==> config.mk <==
export PLATFORM = sky130hd
export DESIGN_NAME = lcu_cordic
export DESIGN_NICKNAME = d
export VERILOG_FILES = /design/src/rtl/lcu_pkg.sv /design/src/rtl/lcu_cordic.sv
export SDC_FILE = /design/constraint.sdc
export NUM_CORES = 1
export LEC_CHECK = 0
export BUFFER_PORTS_ARGS = -buffer_cell sky130_fd_sc_hd__buf_2
export CELL_PAD_IN_SITES_DETAIL_PLACEMENT = 1
export CELL_PAD_IN_SITES_GLOBAL_PLACEMENT = 2
export CORE_MARGIN = 8
export CORE_UTILIZATION = 44
export CTS_BUF_LIST = sky130_fd_sc_hd__clkbuf_8
export DETAILED_ROUTE_END_ITERATION = 10
export GPL_TIMING_DRIVEN = 0
export PLACE_DENSITY = 0.95
export SYNTH_ARGS = -nofsm -noshare
export SYNTH_HDL_FRONTEND = slang
export SYNTH_SLANG_ARGS = --single-unit
==> constraint.sdc <==
create_clock -name i_clk -period 19 [get_ports i_clk]
set_clock_uncertainty 0.1 [all_clocks]
set_input_delay 0.95 -clock i_clk [delete_from_list [all_inputs] [get_ports i_clk]]
set_output_delay 0.95 -clock i_clk [all_outputs]
set_load 0.01 [all_outputs]
==> src/rtl/lcu_pkg.sv <==
`default_nettype none
package lcu_pkg;

    localparam int QW = 32;

    // Shared multiplier operand and product widths.
    localparam int MUL_AW = 35;
    localparam int MUL_BW = 32;
    localparam int MUL_PW = MUL_AW + MUL_BW;

    // Operation codes carried in the request.
    localparam logic [2:0] FN_PITCH   = 3'd0;
    localparam logic [2:0] FN_YAW     = 3'd1;
    localparam logic [2:0] FN_RIGHT   = 3'd2;
    localparam logic [2:0] FN_UP      = 3'd3;
    localparam logic [2:0] FN_FORWARD = 3'd4;

    localparam int Q_ONE        = 65536;
    localparam int FULL_TURN    = 23592960;
    localparam int HALF_TURN    = 11796480;
    localparam int QUARTER_TURN = 5898240;
    localparam int CORDIC_STEPS = 16;
    localparam int CORDIC_GAIN  = 652032874;

    localparam logic signed [25:0] ATAN_DEG [CORDIC_STEPS] = '{
        26'sd2949120, 26'sd1740967, 26'sd919879, 26'sd466945,
        26'sd234379,  26'sd117304,  26'sd58666,  26'sd29335,
        26'sd14668,   26'sd7334,    26'sd3667,   26'sd1833,
        26'sd917,     26'sd458,     26'sd229,    26'sd115
    };

    localparam logic signed [51:0] SAT_MAX = 52'sd2147483647;
    localparam logic signed [51:0] SAT_MIN = -SAT_MAX - 52'sd1;

    function automatic logic signed [QW-1:0] sat32(input logic signed [51:0] v);
        logic signed [QW-1:0] r;
        if (v > SAT_MAX) begin
            r = 32'sh7fffffff;
        end else if (v < SAT_MIN) begin
            r = 32'sh80000000;
        end else begin
            r = v[QW-1:0];
        end
        return r;
    endfunction

endpackage
`default_nettype wire

==> src/rtl/lcu_cordic.sv <==
`default_nettype none
module lcu_cordic import lcu_pkg::*; (
    input  wire                  i_clk,
    input  wire                  i_rst_n,
    input  wire                  i_start,
    input  wire logic signed [QW-1:0] i_angle,
    output logic                 o_done,
    output logic signed [17:0]   o_cos,
    output logic signed [17:0]   o_sin
);

    typedef enum logic [5:0] {
        CS_IDLE = 6'b000001,
        CS_RED  = 6'b000010,
        CS_FIX  = 6'b000100,
        CS_FOLD = 6'b001000,
        CS_ROT  = 6'b010000,
        CS_OUT  = 6'b100000
    } t_cstate;

    localparam logic signed [25:0] FULL26    = 26'(FULL_TURN);
    localparam logic signed [25:0] HALF26    = 26'(HALF_TURN);
    localparam logic signed [25:0] QUARTER26 = 26'(QUARTER_TURN);

    t_cstate r_state;
    logic    r_done;
    logic    r_neg;
    logic    r_flip;
    logic [3:0] r_k;
    logic [QW-1:0] r_mag;
    logic signed [25:0] r_ang;
    logic signed [32:0] r_x;
    logic signed [32:0] r_y;
    logic signed [17:0] r_cos;
    logic signed [17:0] r_sin;

    logic [QW-1:0]      red_sub;
    logic signed [25:0] pos;
    logic signed [32:0] xs;
    logic signed [32:0] ys;
    logic signed [32:0] xr;
    logic signed [32:0] yr;

    assign red_sub = 32'(FULL_TURN) << r_k[2:0];
    assign pos     = (r_neg && r_mag != '0) ? FULL26 - 26'(r_mag) : 26'(r_mag);
    assign xs      = r_x >>> r_k;
    assign ys      = r_y >>> r_k;
    assign xr      = (r_x + 33'sd8192) >>> 14;
    assign yr      = (r_y + 33'sd8192) >>> 14;

    assign o_done = r_done;
    assign o_cos  = r_cos;
    assign o_sin  = r_sin;

    always_ff @(posedge i_clk) begin
        if (!i_rst_n) begin
            r_state <= CS_IDLE;
            r_done  <= 1'b0;
        end else begin
            r_done <= 1'b0;
            unique case (r_state)
                CS_IDLE: begin
                    if (i_start) begin
                        r_neg   <= i_angle[QW-1];
                        r_mag   <= i_angle[QW-1] ? QW'(-i_angle) : QW'(i_angle);
                        r_k     <= 4'd6;
                        r_state <= CS_RED;
                    end
                end
                // Magnitude modulo a full turn by restoring subtraction of shifted turns.
                CS_RED: begin
                    if (r_mag >= red_sub) begin
                        r_mag <= r_mag - red_sub;
                    end
                    if (r_k == 4'd0) begin
                        r_state <= CS_FIX;
                    end else begin
                        r_k <= r_k - 4'd1;
                    end
                end
                CS_FIX: begin
                    r_ang   <= (pos >= HALF26) ? pos - FULL26 : pos;
                    r_state <= CS_FOLD;
                end
                // Fold into a half turn around zero; the fold negates both results.
                CS_FOLD: begin
                    if (r_ang > QUARTER26) begin
                        r_ang  <= r_ang - HALF26;
                        r_flip <= 1'b1;
                    end else if (r_ang < -QUARTER26) begin
                        r_ang  <= r_ang + HALF26;
                        r_flip <= 1'b1;
                    end else begin
                        r_flip <= 1'b0;
                    end
                    r_x     <= 33'(CORDIC_GAIN);
                    r_y     <= '0;
                    r_k     <= '0;
                    r_state <= CS_ROT;
                end
                CS_ROT: begin
                    if (r_ang >= 0) begin
                        r_x   <= r_x - ys;
                        r_y   <= r_y + xs;
                        r_ang <= r_ang - ATAN_DEG[r_k];
                    end else begin
                        r_x   <= r_x + ys;
                        r_y   <= r_y - xs;
                        r_ang <= r_ang + ATAN_DEG[r_k];
                    end
                    if (r_k == 4'(CORDIC_STEPS - 1)) begin
                        r_state <= CS_OUT;
                    end else begin
                        r_k <= r_k + 4'd1;
                    end
                end
                CS_OUT: begin
                    r_cos   <= r_flip ? 18'(-xr) : 18'(xr);
                    r_sin   <= r_flip ? 18'(-yr) : 18'(yr);
                    r_done  <= 1'b1;
                    r_state <= CS_IDLE;
                end
                default: r_state <= CS_IDLE;
            endcase
        end
    end

endmodule
`default_nettype wire
Word level (Yosys, flattened, before mapping)

Memory sizes are Yosys's and may differ from the RTL's.
Cells that the tools add are included.

Output and inout port bits: 37
Register bits: 173
Memories kept: 1
Input port bits: 35
Memory bits (read-only): 416

Memory list:

| memory          | words | bits a word | rd ports | clocked after memory_dff | wr ports | RTL line          | source |
|---|---|---|---|---|---|---|---|
| (no name shown) | 16    | 26          | 1        | 0                        | 0        | lcu_cordic.sv:109 | `r_ang <= r_ang + ATAN_DEG[r_k];` |

Eq/ne operators: 14
$lt $le $gt $ge: 6
Bitwise logic cells: 1
Shift operators: 3
Reductions and logical operators: 15
Mux-type cells: 28
Add/sub/neg operators: 18

Operators by type and width:

| operator                                                     | count |
|---|---|
| 2-to-1 mux 26 bit                                            | 7 |
| case mux 33 bit (2 select lines)                             | 2 |
| 2-to-1 mux 32 bit                                            | 3 |
| case mux 26 bit (3 select lines)                             | 1 |
| adder 33 bit                                                 | 2 |
| 2-to-1 mux 33 bit                                            | 2 |
| >>> shifter 33 x 4 -> 33 bit                                 | 2 |
| subtractor 33 bit                                            | 2 |
| adder 32 x 15 -> 32 bit, second input constant               | 2 |
| case mux 32 bit (2 select lines)                             | 1 |
| 2-to-1 mux 18 bit                                            | 2 |
| negator 18 bit                                               | 2 |
| >= comparator 32 bit                                         | 1 |
| negator 32 bit                                               | 1 |
| nonzero test 32 bit                                          | 1 |
| << shifter 25 x 3 -> 32 bit, first input constant            | 1 |
| subtractor 32 bit                                            | 1 |
| case mux 6 bit (5 select lines)                              | 1 |
| adder 26 x 25 -> 26 bit, second input constant               | 1 |
| adder 26 bit                                                 | 1 |
| >= comparator 26 x 1 -> 1 bit, second input constant         | 1 |
| >= comparator 26 x 25 -> 1 bit, second input constant        | 1 |
| > comparator 26 x 24 -> 1 bit, second input constant         | 1 |
| less-than comparator 26 x 24 -> 1 bit, second input constant | 1 |
| other kinds (30)                                             | 45 |

Logic depth before layout (Yosys ltp)

Gate-level depths: netlist (run 1).

Depth after elaboration: 7
Gate-level depth with buffers: 29
Gate-level depth less buffers: 22

Worst setup path after synthesis (run 1)

Ideal clock, no wire load.

Path type: flip-flop to flip-flop
Start point: register r_k[1]
End point: register r_x[29], data pin
Stages on the path, launching flop included: 30
Library setup time: 0.268 ns
Setup slack: 12.844 ns
Data arrival time: 5.788 ns
Cells stage by stage: edfxtp_1 buf_6 buf_6 buf_6 buf_2 buf_4 clkbuf_1 mux4_2 nand2_1 o21ai_0 o21ai_1 ha_1 nand2_1 or4b_1 buf_2 o211ai_1 nand3_1 o21ai_0 o21ai_0 ha_1 a21oi_1 o21ai_0 a221o_1 a21oi_1 nand3_1 o211ai_1 a21oi_1 a211oi_1 xor2_1 nand2_1

Longest elaborated chain between the ends: 4

Ends and longest elaborated chain:

| what                                              | RTL line                             | source |
|---|---|---|
| start: declaration                                | lcu_cordic.sv:29                     | `logic [3:0] r_k;` |
| start signal: assignment                          | lcu_cordic.sv:78                     | `r_k <= r_k - 4'd1;` |
| start signal: assignment                          | lcu_cordic.sv:114                    | `r_k <= r_k + 4'd1;` |
| >>> shifter 33 x 4 -> 33 bit (*)                  | lcu_cordic.sv:47                     | `assign ys = r_y >>> r_k;` |
| adder 33 bit or subtractor 33 bit (tied branches) | lcu_cordic.sv:107, lcu_cordic.sv:103 |  |
| 2-to-1 mux 33 bit (*)                             | lcu_cordic.sv:102                    | `if (r_ang >= 0) begin` |
| case mux 33 bit (2 select lines) (*)              | lcu_cordic.sv:61                     | `unique case (r_state)` |
| end signal: assignment                            | lcu_cordic.sv:96                     | `r_x <= 33'(CORDIC_GAIN);` |
| end signal: assignment                            | lcu_cordic.sv:103                    | `r_x <= r_x - ys;` |
| end signal: assignment                            | lcu_cordic.sv:107                    | `r_x <= r_x + ys;` |
| end: declaration                                  | lcu_cordic.sv:32                     | `logic signed [32:0] r_x;` |

Mark *: on every way between the ends. The rest lies on a longest branch, timed or not.
A chain may end at the register's enable or synchronous reset.

Worst setup path in the final report (run 1)

Start point: register r_k[2]
End point: register r_x[29], data pin

Same word-level chain as after synthesis.

==> impl_metrics.env, run 1 <==
export IMPL_cp_end_kind="flop"
export IMPL_synth_cell_type_count=93
export IMPL_min_to="r_neg$_DFFE_PP_"
export IMPL_cts_buffer_depth=2
export IMPL_core_um2=46200
export IMPL_synth_warnings=0
export IMPL_area_growth_pct=7.72
export IMPL_clk_latency_ps=630
export IMPL_synth_net_count=2546
export IMPL_yosysSeqAreaShare_pct=25.1
export IMPL_final_min_clock_period_ps=9720
export IMPL_worstRegToRegCells=28
export IMPL_wl_um=84900
export IMPL_drive_above_1_share_pct=10.1
export IMPL_via_count=20100
export IMPL_min_from="i_angle[31]"
export IMPL_die_w_um=232
export IMPL_timing_fmax_ghz=0.103
export IMPL_cts_sinks=173
export IMPL_worst_pin_slew_ps=1340
export IMPL_hold_class="input port to flop"
export IMPL_path_class="flop to flop"
export IMPL_drc=0
export IMPL_wl_per_cell_um=27.5
export IMPL_finalSetupViolations=0
export IMPL_drt_pass1_iter_count=5
export IMPL_rr_startpoint="r_k[2]$_SDFFCE_PN1P_"
export IMPL_place_congestion=1.00
export IMPL_ys_ff_latch=173
export IMPL_p_leak_nw=8.16
export IMPL_synthTopCellsByArea="edfxtp_1, ha_1, mux4_2"
export IMPL_cts_hold_buffers=0
export IMPL_cp_slowest_cell="buf_1"
export IMPL_synth_edff_count=166
export IMPL_dp_hpwl_um=66900
export IMPL_final_antenna_net_count=0
export IMPL_arrival_ps=9960
export IMPL_numCtsBuffers=17
export IMPL_synthCells=2376
export IMPL_status="finished, final reports clean"
export IMPL_clock_tree_root_cell="clkbuf_8"
export IMPL_drt_vias_per_instance=6.51
export IMPL_cp_required_ps=19240
export IMPL_syn_avg_cell_area_um2=8.60
export IMPL_synth_ff_type="edfxtp_1"
export IMPL_start_util_pct=44.3
export IMPL_yosysTopAreaCell="edfxtp_1"
export IMPL_std_cell_rows=79
export IMPL_fin_setup_tns_ps=0
export IMPL_ir_drop_uv=41.0
export IMPL_io_buffers=71
export IMPL_slew_viol_final=0
export IMPL_startpoint_type="flop"
export IMPL_grt_pass1_vias=21300
export IMPL_drt_iter0_markers=1296
export IMPL_grt_max_degree=37
export IMPL_critPathLaunch="r_k[2]$_SDFFCE_PN1P_"
export IMPL_cts_resized=0
export IMPL_max_cap_violations=0
export IMPL_antenna_found_initial=2
export IMPL_num_io_pins=72
export IMPL_period_share_pct=51.2
export IMPL_grt_overflow=0
export IMPL_utilization_pct=47.7
export IMPL_fin_nets=2638
export IMPL_layout_common_cells="nand2_1, nor2_1, o21ai_0, edfxtp_1"
export IMPL_post_cts_buffers=0
export IMPL_hold_viol=0
export IMPL_max_slew_margin_pct=9.69
export IMPL_die_y_um=232
export IMPL_r2r_slack_ps=9280
export IMPL_h_tree_depth=4
export IMPL_crit_fanout=10
export IMPL_synth_top_area_share_pct=24.4
export IMPL_hold_depth=1
export IMPL_r2r_end="r_x[29]$_SDFFCE_PN1P_"
export IMPL_grt_usage_pct=31.3
export IMPL_path_clk_slew_ps=140
export IMPL_cts_tree="yes"
export IMPL_final_common_cell="nand2_1"
export IMPL_grt_pass1_wl_um=128000
export IMPL_rsz0062_at_grt="false"
export IMPL_max_stage_delay_ps=760
export IMPL_p_per_area_nw_per_um2=45.3
export IMPL_syn_area_um2=20400
export IMPL_die_area_um2=53600
export IMPL_async_flop_share_pct=0
==> power by group <==
group          internal (mW)  switching [mW]
clock network          0.111           0.186
registers              0.423         0.00610
logic                  0.103           0.169
==> sequential cells by signal, summed over array words and instances (netlist names) <==
register,flops
r_flip,1
r_mag,32
o_sin,18
r_ang,26
o_cos,18
r_x,33
r_state,6
o_done,1
r_neg,1
r_y,33
r_k,4
==> layout make-up <==
| type | instances | area [um^2] |
|---|---|---|
| Antenna cell | 4 | 10.0 |
| Buffer | 129 | 562 |
| Tap cell | 607 | 759 |
| Clock inverter | 15 | 174 |
| Inverter | 65 | 244 |
| Fill cell | 5543 | 24100 |
| Multi-Input combinational cell | 2009 | 14500 |
| Timing Repair Buffer | 73 | 395 |
| Sequential cell | 173 | 5120 |
| Clock buffer | 17 | 234 |
==> synthesized netlist by cell type, drive strengths merged (20+ instances only) <==
cell	instances
ha	130
mux2i	63
nand2b	42
o21a	38
or3	27
edfxtp	166
clkbuf	82
and3	31
a21oi	145
nand3	61
o31ai	37
mux2	44
xnor2	144
nand2	262
nor2	189
nor3	54
mux4	59
xor2	121
inv	65
o21ai	177
a211oi	27
buf	47
or2	20
a21o	37
o22ai	23
a31oi	24
==> kinds of logic after synthesis <==
group	synth area share [%]
compound gates	19.9
flops	25.1
mux	12.1
xor+xnor	11.4
fa+ha+maj	8.45
buf+inv	3.94
simple gates	19.2
==> per-layer routing <==
metal | GRT usage (%) | vias to the layer above | wire [um] | part of all wire, %
li1 | - | 9029 | - | -
met1 | 34.7 | 10000 | 32200 | 38
met2 | 54.3 | 788 | 41700 | 49
met3 | 5.34 | 277 | 4980 | 5.9
met4 | 21.6 | 0 | 6040 | 7.1
met5 | 0 | - | 0 | 0
==> metrics by stage <==
step	std cells	power [mW]	setup WS [ps]	hold slack, ps	instance area (um^2)
after floorplan	2376	0.625	12840	424	20400
after global placement	3054	0.695	9820	491	21600
after detailed placement	3056	0.703	9670	514	21600
after CTS	3088	0.998	9530	382	22000
after global routing	3089	1.04	9000	420	22000
final	3092	0.998	9280	439	22000
==> how the worst max path moves through the flow <==
stage | to | cells after the start | slack, ps
after floorplan | r_x[29]$_SDFFCE_PN1P_ | 29 | 12840
after global placement | r_x[29]$_SDFFCE_PN1P_ | 28 | 9820
after detailed placement | r_x[29]$_SDFFCE_PN1P_ | 28 | 9670
after CTS | r_x[29]$_SDFFCE_PN1P_ | 28 | 9530
after global routing | r_x[29]$_SDFFCE_PN1P_ | 28 | 9000
final | r_x[29]$_SDFFCE_PN1P_ | 28 | 9280
==> worst max-delay path, delay by kind of cell (launching register included) <==
kind                     cells  cell delay (ps)
flip-flops                   1              440
AND/OR/NAND/NOR              5              660
AO/OA/AOI/OAI               11             2520
adder cells (fa/ha/maj)      2              650
XOR/XNOR                     1              180
buffers and inverters        9             4860
Note: power is estimated with default switching activity, not from simulation.
==> run 2, diff against run 1 <==
--- a/config.mk
+++ b/config.mk
@@ -9,11 +9,11 @@
 export CELL_PAD_IN_SITES_DETAIL_PLACEMENT = 1
 export CELL_PAD_IN_SITES_GLOBAL_PLACEMENT = 2
 export CORE_MARGIN = 8
-export CORE_UTILIZATION = 44
+export CORE_UTILIZATION = 41
 export CTS_BUF_LIST = sky130_fd_sc_hd__clkbuf_8
 export DETAILED_ROUTE_END_ITERATION = 10
 export GPL_TIMING_DRIVEN = 0
-export PLACE_DENSITY = 0.95
+export PLACE_DENSITY = 0.94
 export SYNTH_ARGS = -nofsm -noshare
 export SYNTH_HDL_FRONTEND = slang
 export SYNTH_SLANG_ARGS = --single-unit
==> constraint.sdc (replaced) <==
create_clock -name i_clk -period 9.8 [get_ports i_clk]
set_clock_uncertainty 0.1 [all_clocks]
set_input_delay 0.49 -clock i_clk [delete_from_list [all_inputs] [get_ports i_clk]]
set_output_delay 0.49 -clock i_clk [all_outputs]
set_load 0.01 [all_outputs]
==> impl_metrics.env, run 2 (synthesis gave the netlist of run 1 again) <==
export IMPL_status="finished, final reports clean"
export IMPL_crit_family="buffers and inverters"
export IMPL_max_stage_delay_ps=700
export IMPL_power_mw=1.91
export IMPL_grt_pass1_vias=20800
export IMPL_via_count=19900
export IMPL_layout_common_cells="nand2_1, nor2_1, o21ai_0, edfxtp_1"
export IMPL_reg_top3="r_x: 33 flops, r_y: 33 flops, r_mag: 32 flops"
export IMPL_use_met2_pct=52.0
export IMPL_min_from="i_start"
export IMPL_hold_depth=3
export IMPL_fin_nets=2639
export IMPL_numCtsBuffers=17
export IMPL_die_y_um=239
export IMPL_cp_slowest_cell="buf_1"
export IMPL_slew_viol_final=0
export IMPL_stdcell_count=3155
export IMPL_ir_drop_uv=80.6
export IMPL_grt_max_degree=37
export IMPL_grt_pass1_wl_um=127000
export IMPL_worst_slack_ps=646
export IMPL_drt_vias_per_instance=6.32
export IMPL_die_area_um2=57300
export IMPL_antenna_found_initial=2
export IMPL_max_cap_violations=0
export IMPL_cts_sinks=173
export IMPL_n_fill_cell=5978
export IMPL_placedCellCount=3122
export IMPL_drt_iter0_markers=1492
export IMPL_met1_usage_pct=32.7
export IMPL_cts_resized=0
export IMPL_post_cts_buffers=0
export IMPL_grt_usage_pct=29.2
export IMPL_grt_most_used_layer="met2"
export IMPL_path_class="flop to flop"
export IMPL_final_common_cell="nand2_1"
export IMPL_finalSetupViolations=0
export IMPL_clock_tree_root_cell="clkbuf_8"
export IMPL_io_buffers=71
export IMPL_r2r_end="r_x[31]$_SDFFCE_PN0P_"
export IMPL_startpoint_type="flop"
export IMPL_r2r_slack_ps=650
export IMPL_std_cell_rows=82
export IMPL_post_place_ws_ps=518
export IMPL_rsz0062_at_grt="false"
export IMPL_cp_required_ps=10000
export IMPL_core_um2=49700
export IMPL_grt_overflow=0
export IMPL_rr_startpoint="r_k[2]$_SDFFCE_PN1P_"
export IMPL_start_util_pct=41.2
export IMPL_hold_class="input port to flop"
export IMPL_use_met3_pct=4.87
export IMPL_wl_per_cell_um=26.8
export IMPL_cts_tree="yes"
export IMPL_num_io_pins=72
export IMPL_arrival_ps=9350
export IMPL_place_congestion=1.02
export IMPL_fin_setup_tns_ps=0
export IMPL_p_per_area_nw_per_um2=86.3
export IMPL_utilization_pct=44.5
export IMPL_hold_viol=0
export IMPL_cp_end_kind="flop"
export IMPL_area_growth_pct=8.07
export IMPL_period_share_pct=93.4
export IMPL_final_min_clock_period_ps=9150
export IMPL_die_w_um=239
export IMPL_worst_pin_slew_ps=1330
export IMPL_min_to="r_state[1]$_SDFFE_PN0P_"
export IMPL_clk_latency_ps=620
export IMPL_timing_fmax_ghz=0.109
export IMPL_wl_um=84600
export IMPL_final_antenna_net_count=0
export IMPL_h_tree_depth=4
export IMPL_drt_pass1_iter_count=7
export IMPL_dp_hpwl_um=67000
export IMPL_drc=0
export IMPL_crit_fanout=19
export IMPL_p_leak_nw=8.16
export IMPL_worstRegToRegCells=27
export IMPL_path_clk_slew_ps=100
export IMPL_cts_buffer_depth=2
export IMPL_max_slew_margin_pct=9.96
export IMPL_cp_num_buf_inv=8
export IMPL_drive_above_1_share_pct=10.1
## run 2: cell count changes in the layout (fill, tap and decap cells not counted)
cell	delta
clkinv_1	+1
inv_6	-1
buf_8	+1
inv_8	+1
buf_1	-1
diode_2	-3
bufinv_16	-1
dlygate4sd3_1	+1
## run 2: how the worst max path moves through the flow
stage	startpoint	end	slack, ps	depth (start not counted)
final	r_k[2]$_SDFFCE_PN1P_	r_x[31]$_SDFFCE_PN0P_	650	27
after global placement	r_k[2]$_SDFFCE_PN1P_	r_x[31]$_SDFFCE_PN0P_	540	28
after CTS	r_k[2]$_SDFFCE_PN1P_	r_x[31]$_SDFFCE_PN0P_	450	28
after floorplan	r_k[1]$_SDFFCE_PN1P_	r_x[29]$_SDFFCE_PN1P_	3640	29
after global routing	r_k[2]$_SDFFCE_PN1P_	r_x[31]$_SDFFCE_PN0P_	220	27
after detailed placement	r_k[2]$_SDFFCE_PN1P_	r_x[31]$_SDFFCE_PN0P_	520	28
## run 2: layout make-up
type	count	area, um^2	area share (%)
diodes	1	2.50	0.0113
plain buffers	128	558	2.53
clock buffers	17	234	1.06
clock inverters	15	150	0.680
inverters	65	244	1.10
multi-input cells	2009	14500	65.7
flip-flops and latches	173	5120	23.2
well taps	672	841	3.81
repair buffers	75	420	1.90
## run 2: worst reg2reg max path, cell delays in order, from the launching register on
cell and delay [ps]:
edfxtp_1 440, buf_2 510, buf_1 700, clkbuf_1 500
buf_1 560, clkbuf_1 700, clkbuf_1 550, buf_1 610
o21ai_0 380, ha_1 300, nand2_1 220, or4b_1 180
buf_2 190, o211ai_1 120, nand3_1 120, o21ai_0 110
o21ai_0 170, ha_1 360, a21oi_1 250, o21ai_0 160
a221o_1 320, a21oi_1 250, nand3_1 130, o211ai_1 240
a21oi_1 160, a211oi_1 310, or3_1 160, a21oi_1 60
## run 2: power by group
part / internal [mW] / switching (mW)
clock network: 0.189 / 0.356
registers: 0.819 / 0.0117
logic: 0.200 / 0.330
## run 2: metal layers
metal  vias up  part of all wire [%]  routed length (um)
met1      9915                    39               32600
met5         -                     0                   0
met2       749                    50               42200
met3       231                   5.6                4700
li1       9032                     -                   -
met4         0                   6.0                5050
## run 2: through the flow
stage	area, um^2	hold WS [ps]
after floorplan	20400	424
after global placement	21600	501
after detailed placement	21700	521
after CTS	22100	29.2
after global routing	22100	92.2
final	22100	85.2
## run 2: timing repair
action | 4_1_cts | 5_1_grt
setup endpoints to repair | 0 | 4
endpoints found under the hold margin | 1 | 0
hold buffers | 1 | 0
